==> config.mk <==
export PLATFORM = sky130hd
export DESIGN_NAME = compacting_ordered_list_table_top
export DESIGN_NICKNAME = d
export VERILOG_FILES = /design/src/sv/colt_pkg.sv /design/src/sv/colt_ram.sv /design/src/sv/compacting_ordered_list_table_top.sv
export SDC_FILE = /design/constraint.sdc
export NUM_CORES = 1
export LEC_CHECK = 0
export BUFFER_PORTS_ARGS = -buffer_cell sky130_fd_sc_hd__buf_2
export CAP_MARGIN = 20
export CORE_ASPECT_RATIO = 1.5
export CORE_MARGIN = 4
export CORE_UTILIZATION = 42
export DETAILED_ROUTE_END_ITERATION = 16
export GPL_ROUTABILITY_DRIVEN = 0
export PLACE_DENSITY = 0.7
export SLEW_MARGIN = 5
export SYNTH_ARGS = -nofsm -noshare
export SYNTH_HDL_FRONTEND = slang
export SYNTH_SLANG_ARGS = --single-unit
export TNS_END_PERCENT = 5
==> constraint.sdc <==
create_clock -name clk -period 4.1 [get_ports clk]
set_input_delay 0.205 -clock clk [delete_from_list [all_inputs] [get_ports clk]]
set_output_delay 0.205 -clock clk [all_outputs]
set_load 0.02 [all_outputs]
==> src/sv/colt_pkg.sv <==
package colt_pkg;

	// default sizing of the list
	localparam int MAX_ENTRIES_DEF = 16;
	localparam int ITEM_BITS_DEF   = 32;

	// operation codes
	localparam logic [2:0] OP_APPEND    = 3'd0;
	localparam logic [2:0] OP_GET       = 3'd1;
	localparam logic [2:0] OP_REMOVE_AT = 3'd2;
	localparam logic [2:0] OP_REMOVE_BY = 3'd3;
	localparam logic [2:0] OP_INDEX_OF  = 3'd4;
	localparam logic [2:0] OP_CLEAR     = 3'd5;

	// status codes
	localparam logic [2:0] ST_OK        = 3'd0;
	localparam logic [2:0] ST_EMPTY     = 3'd1;
	localparam logic [2:0] ST_RANGE     = 3'd2;
	localparam logic [2:0] ST_NOT_FOUND = 3'd3;
	localparam logic [2:0] ST_FULL      = 3'd4;

	typedef struct packed {
		logic [2:0]  operation;
		logic [31:0] item_value;
		logic [3:0]  position;
	} req_t;

	typedef struct packed {
		logic [2:0]  status;
		logic [3:0]  found_position;
		logic [31:0] read_value;
		logic [4:0]  entry_count;
	} res_t;

endpackage

==> src/sv/colt_ram.sv <==
module colt_ram #(
	parameter int WIDTH = 32,
	parameter int DEPTH = 16
) (
	input  logic                     clk,
	input  logic                     we,
	input  logic [$clog2(DEPTH)-1:0] waddr,
	input  logic [WIDTH-1:0]         wdata,
	input  logic                     re,
	input  logic [$clog2(DEPTH)-1:0] raddr,
	output logic [WIDTH-1:0]         rdata
);

	logic [WIDTH-1:0] mem_q [DEPTH];

	// one write port, one registered read port
	always_ff @(posedge clk) begin
		if (we) begin
			mem_q[waddr] <= wdata;
		end
		if (re) begin
			rdata <= mem_q[raddr];
		end
	end

endmodule

==> src/sv/compacting_ordered_list_table_top.sv <==
// Ordered, densely packed list of up to MAX_ENTRIES entries of ITEM_BITS bits with a live count.
// One request is taken at a time; req_ready is high only while the sequencer is idle, and a
// finished response waits in its own register so the next request can be taken meanwhile.
// Append, clear, the spare codes and the full, empty and out-of-range cases go straight from
// the accepting idle state to the finish state; get passes through a fetch state; index-of and
// remove-by-value search the live entries in order; remove-at and a remove-by-value hit walk
// the later entries down. The single entry memory gives one read per cycle to the search and
// the shift-down walks. While an earlier response is still stalled, the finish state waits until
// it is taken. Entry contents are undefined after reset and are never read before written, so
// no clearing pass is needed.
module compacting_ordered_list_table_top
	import colt_pkg::*;
#(
	parameter int MAX_ENTRIES = MAX_ENTRIES_DEF,
	parameter int ITEM_BITS   = ITEM_BITS_DEF
) (
	input  logic clk,
	input  logic arst_n,
	input  logic req_valid,
	output logic req_ready,
	input  req_t req,
	output logic res_valid,
	input  logic res_ready,
	output res_t res
);

	localparam int AW = $clog2(MAX_ENTRIES);
	localparam int CW = $clog2(MAX_ENTRIES + 1);
	localparam int PW = (CW > 4) ? CW : 4;
	localparam int VW = (ITEM_BITS < 32) ? ITEM_BITS : 32;

	typedef enum logic [4:0] {
		S_IDLE   = 5'b00001,
		S_FETCH  = 5'b00010,
		S_SEARCH = 5'b00100,
		S_SHIFT  = 5'b01000,
		S_FINISH = 5'b10000
	} state_t;

	state_t               state_q;
	logic [CW-1:0]        count_q;
	logic [2:0]           op_q;
	logic [ITEM_BITS-1:0] val_q;
	logic [CW-1:0]        idx_q;
	logic [AW-1:0]        idx_s1;
	logic                 vld_s1;
	logic [2:0]           status_q;
	logic [AW-1:0]        where_q;
	logic [31:0]          rd_q;
	logic                 res_valid_q;
	res_t                 res_q;

	logic                 accept;
	logic                 is_empty;
	logic                 is_full;
	logic                 pos_range;
	logic [ITEM_BITS-1:0] req_val;

	logic                 ram_we;
	logic [AW-1:0]        ram_waddr;
	logic [ITEM_BITS-1:0] ram_wdata;
	logic                 ram_re;
	logic [AW-1:0]        ram_raddr;
	logic [ITEM_BITS-1:0] ram_rdata;
	logic                 hit;

	assign req_ready = (state_q == S_IDLE);
	assign accept    = req_valid && req_ready;
	assign is_empty  = (count_q == '0);
	assign is_full   = (count_q == CW'(MAX_ENTRIES));
	assign pos_range = (PW'(req.position) >= PW'(count_q));
	assign req_val   = ITEM_BITS'(req.item_value[VW-1:0]);
	assign hit       = vld_s1 && (ram_rdata == val_q);

	assign res_valid = res_valid_q;
	assign res       = res_q;

	// memory port steering
	always_comb begin
		ram_we    = 1'b0;
		ram_waddr = count_q[AW-1:0];
		ram_wdata = req_val;
		ram_re    = 1'b0;
		ram_raddr = idx_q[AW-1:0];
		unique case (state_q)
			S_IDLE: begin
				ram_we    = accept && (req.operation == OP_APPEND) && !is_full;
				ram_re    = accept && (req.operation == OP_GET) && !is_empty && !pos_range;
				ram_raddr = AW'(req.position);
			end
			S_SEARCH: begin
				ram_re = !hit && (idx_q < count_q);
			end
			S_SHIFT: begin
				ram_we    = vld_s1;
				ram_waddr = idx_s1 - AW'(1);
				ram_wdata = ram_rdata;
				ram_re    = (idx_q < count_q);
			end
			S_FETCH, S_FINISH: begin
			end
			default: begin
			end
		endcase
	end

	// sequencer
	always_ff @(posedge clk or negedge arst_n) begin
		if (!arst_n) begin
			state_q     <= S_IDLE;
			count_q     <= '0;
			op_q        <= OP_APPEND;
			val_q       <= '0;
			idx_q       <= '0;
			idx_s1      <= '0;
			vld_s1      <= 1'b0;
			status_q    <= ST_OK;
			where_q     <= '0;
			rd_q        <= '0;
			res_valid_q <= 1'b0;
			res_q       <= '0;
		end else begin
			// response taken and no new one loaded this cycle
			if (res_valid_q && res_ready && (state_q != S_FINISH)) begin
				res_valid_q <= 1'b0;
			end
			unique case (state_q)
				S_IDLE: begin
					if (accept) begin
						op_q     <= req.operation;
						val_q    <= req_val;
						status_q <= ST_OK;
						where_q  <= '0;
						rd_q     <= '0;
						vld_s1   <= 1'b0;
						state_q  <= S_FINISH;
						unique case (req.operation)
							OP_APPEND: begin
								if (is_full) begin
									status_q <= ST_FULL;
								end else begin
									count_q <= count_q + CW'(1);
								end
							end
							OP_GET, OP_REMOVE_AT: begin
								if (is_empty) begin
									status_q <= ST_EMPTY;
								end else if (pos_range) begin
									status_q <= ST_RANGE;
								end else if (req.operation == OP_GET) begin
									state_q <= S_FETCH;
								end else begin
									idx_q   <= CW'(req.position) + CW'(1);
									state_q <= S_SHIFT;
								end
							end
							OP_REMOVE_BY, OP_INDEX_OF: begin
								idx_q   <= '0;
								state_q <= S_SEARCH;
							end
							OP_CLEAR: begin
								count_q <= '0;
							end
							default: begin
							end
						endcase
					end
				end
				S_FETCH: begin
					rd_q    <= 32'(ram_rdata[VW-1:0]);
					state_q <= S_FINISH;
				end
				// walk entries, compare each read result in the cycle after its read
				S_SEARCH: begin
					if (hit) begin
						where_q <= idx_s1;
						vld_s1  <= 1'b0;
						if (op_q == OP_REMOVE_BY) begin
							idx_q   <= CW'(idx_s1) + CW'(1);
							state_q <= S_SHIFT;
						end else begin
							state_q <= S_FINISH;
						end
					end else if (idx_q < count_q) begin
						idx_s1 <= idx_q[AW-1:0];
						vld_s1 <= 1'b1;
						idx_q  <= idx_q + CW'(1);
					end else begin
						vld_s1 <= 1'b0;
						if (!vld_s1) begin
							status_q <= ST_NOT_FOUND;
							state_q  <= S_FINISH;
						end
					end
				end
				// move later entries down one slot, write each entry in the cycle after its read
				S_SHIFT: begin
					if (idx_q < count_q) begin
						idx_s1 <= idx_q[AW-1:0];
						vld_s1 <= 1'b1;
						idx_q  <= idx_q + CW'(1);
					end else begin
						vld_s1 <= 1'b0;
						if (!vld_s1) begin
							count_q <= count_q - CW'(1);
							state_q <= S_FINISH;
						end
					end
				end
				S_FINISH: begin
					if (!res_valid_q || res_ready) begin
						res_q.status         <= status_q;
						res_q.found_position <= 4'(where_q);
						res_q.read_value     <= rd_q;
						res_q.entry_count    <= 5'(count_q);
						res_valid_q          <= 1'b1;
						state_q              <= S_IDLE;
					end
				end
				default: begin
					state_q <= S_IDLE;
				end
			endcase
		end
	end

	colt_ram #(
		.WIDTH(ITEM_BITS),
		.DEPTH(MAX_ENTRIES)
	) u_entries (
		.clk  (clk),
		.we   (ram_we),
		.waddr(ram_waddr),
		.wdata(ram_wdata),
		.re   (ram_re),
		.raddr(ram_raddr),
		.rdata(ram_rdata)
	);

endmodule

==> impl_metrics.yaml <==
timing:
  hold_violations: 0
  hold-worst-slack_ps: 115
  timing.final.crit_share_pct: 84.9
  rsz0062_at_grt: "no"
  fmax_mhz: 287
  report.final.slew_viol_count: 0
  timing.slew.headroom_pct: 38.9
  setup_viol: 0
  fin_skew_ps: 24.1
  worst-slew-pin-transition_ps: 898
  period_minus_slack_ps: 3480
  setup-tns-final_ps: 0
floorplan:
  start_util_pct: 42.6
  die_w_um: 217
  placement_rows: 114
  dieArea_um2: 69900
  io_pins: 89
  dieHeight_um: 322
  core_um2: 64800
detailed_routing:
  avgViaCountPerCell: 5.63
  firstDrtPassIters: 6
  route.detailed.drc: 0
  antenna_left: 0
  wl_um: 66800
  wire_per_inst_um: 22.4
  vias: 16764
  drtIter0Drc: 1825
hold_path:
  worstHoldStart: "req[0]"
  holdPathStages: 4
  min_to: "idx_q[0]"
  hp-class: "input pin to flip-flop"
yosys:
  ys_seq_elements: 683
  yosys_warnings: 0
  syn_area_um2: 27600
  synth.avg_cell_area_um2: 14.3
  synth_nets: 1981
  synth-async-reset-ratio_pct: 20.4
  synth.area.top_cells: "edfxtp_1 59%, dfrtp_1 13%, nand2_1 6.2%"
  synth_edf_count: 544
  synth-seq-area-share_pct: 71.8
  synth.top_cell.area_share_pct: 59.2
  synthDistinctLibCells: 58
  synth_top_area_cell: "edfxtp_1"
  syn_inst: 1923
  synth_top_flop_cell: "edfxtp_1"
worst_setup_path:
  reg2reg_depth: 8
  cp_slowest_cell: "mux2i_4"
  path_class: "flip-flop to flip-flop"
  cp.required_ps: 4400
  rrSetupSlack_ps: 620
  crit_path_start_kind: "flip-flop"
  crit_arrival_ps: 3780
  end_kind: "flip-flop"
  crit_fanout: 8
  r2r-start: "state_q[4]"
  path_common_cell: "buf_4"
  r2r-end: "u_entries.rdata[26]"
  critical_path.max_stage_delay_ps: 710
  path_cells: "nor3_4, nand3b_1, mux2i_4, buf_4, buf_4, mux4_2, a22oi_1, o21ai_1"
grt:
  grt_pass1_vias: 17130
  use_met1_pct: 23.4
  met3_usage_pct: 2.36
  grt_max_degree: 95
  grt_pass1_wl_um: 103000
  track_usage_pct: 19.0
  grt-busiest-layer: "met2"
  antenna_found_initial: 0
  use_met2_pct: 34.6
  gr-total-overflow: 0
placed_design:
  hpwl_um: 42300
  dpl_cell_area_um2: 29400
  port_buffers: 88
cts:
  cts_root_buf: "clkbuf_16"
  cts_made_buffers: 56
  clock_sinks: 683
  cts.repair.resized: 0
  cts.path.max_buffers: 3
  cts_tree: "yes"
  path_clk_slew_ps: 70
  post_cts_buffers: 0
  h-tree-depth: 2
  clock_latency_ps: 620
  cts_hold_buf: 38
cells_and_area:
  n_fill_cell: 5428
  final_layout_size_suffix_gt1_share_pct: 18.9
  postLayoutCellArea_um2: 31800
  utilization_pct: 49.0
  final_common_cell: "edfxtp_1"
  area_growth_pct: 15.1
  antenna_cells: 0
  final_cell_mix: "544 x edfxtp_1, 456 x nand2_1, 172 x nand3_1"
  nets: 2120
run_status:
  status: "finished, final reports clean"
pwr:
  power.leakage_nw: 11.6
  ir_drop_mv: 0.480
  p_per_area_nw_per_um2: 647
run:
  cap_violations: 0
## stage by stage
step	total power, mW	instances	setup WS, ps
2_1_floorplan	12.8	1923	301
3_3_place_gp	14.8	2835	708
3_5_place_dp	14.9	2835	663
4_1_cts	20.6	2977	642
5_1_grt	21.5	2978	440
6_report	20.5	2978	619
## Yosys cell counts, drive strengths merged, types with 34 or more instances
cell	instances
buf	53
clkbuf	51
dfrtp	138
edfxtp	544
mux2	74
mux4	64
nand2	456
nand3	173
nand4	38
nor2	44
o21ai	61
xor2	34
## cell type report
type                       instances  area [um^2]  share of cell area, %
multi-input combinational       1116         7360                   23.2
inverter                          20         75.1                  0.236
sequential                       683        19800                   62.4
clock buffer                      70         1500                   4.71
timing repair buffer             185         1480                   4.67
tap                              870         1090                   3.43
clock inverter                    34          442                   1.39
## kinds of logic after synthesis
logic type / count (synthesis) / synth area share, %
buf+inv: 124 / 2.06
simple gates: 767 / 12.2
mux: 146 / 8.55
fa+ha+maj: 16 / 0.717
flops: 683 / 71.8
xor+xnor: 39 / 1.24
compound gates: 148 / 3.36
## critical path, delay by kind of cell, from the launching register on
kind | cells | cell delay (ps)
mux | 2 | 1210
simple gates | 2 | 630
compound gates | 2 | 480
flops | 1 | 460
buf+inv | 2 | 400
## flip-flops by register name, indices dropped and copies added (netlist names), 4 cells and up
name and cells:
idx_s1 4, rd_q 32, val_q 32, u_entries.mem_q 512, where_q 4, state_q 5, res 44, idx_q 5
u_entries.rdata 32, count_q 5
## power by group
part / switching (mW) / internal, mW
sequential: 0.394 / 8.11
combinational: 4.00 / 2.39
clock: 2.43 / 3.23
total: 6.82 / 13.7
## worst max-delay path by stage
stage                            endpoint  slack [ps]        from  cells after the start
floorplan           u_entries.mem_q[2][0]         300  count_q[0]                      9
global placement      u_entries.rdata[24]         710  state_q[4]                      7
detailed placement    u_entries.rdata[24]         660  state_q[4]                      7
CTS                   u_entries.rdata[24]         640  state_q[4]                      7
global route        u_entries.mem_q[7][0]         440  count_q[0]                     11
finish                u_entries.rdata[26]         620  state_q[4]                      8
## per-layer routing
metal / wire length (um) / vias up
li1: - / 7398
met1: 25100 / 8478
met2: 35200 / 749
met3: 4460 / 139
met4: 2040 / 0
met5: 0 / -
(Power assumes the default switching activity.)
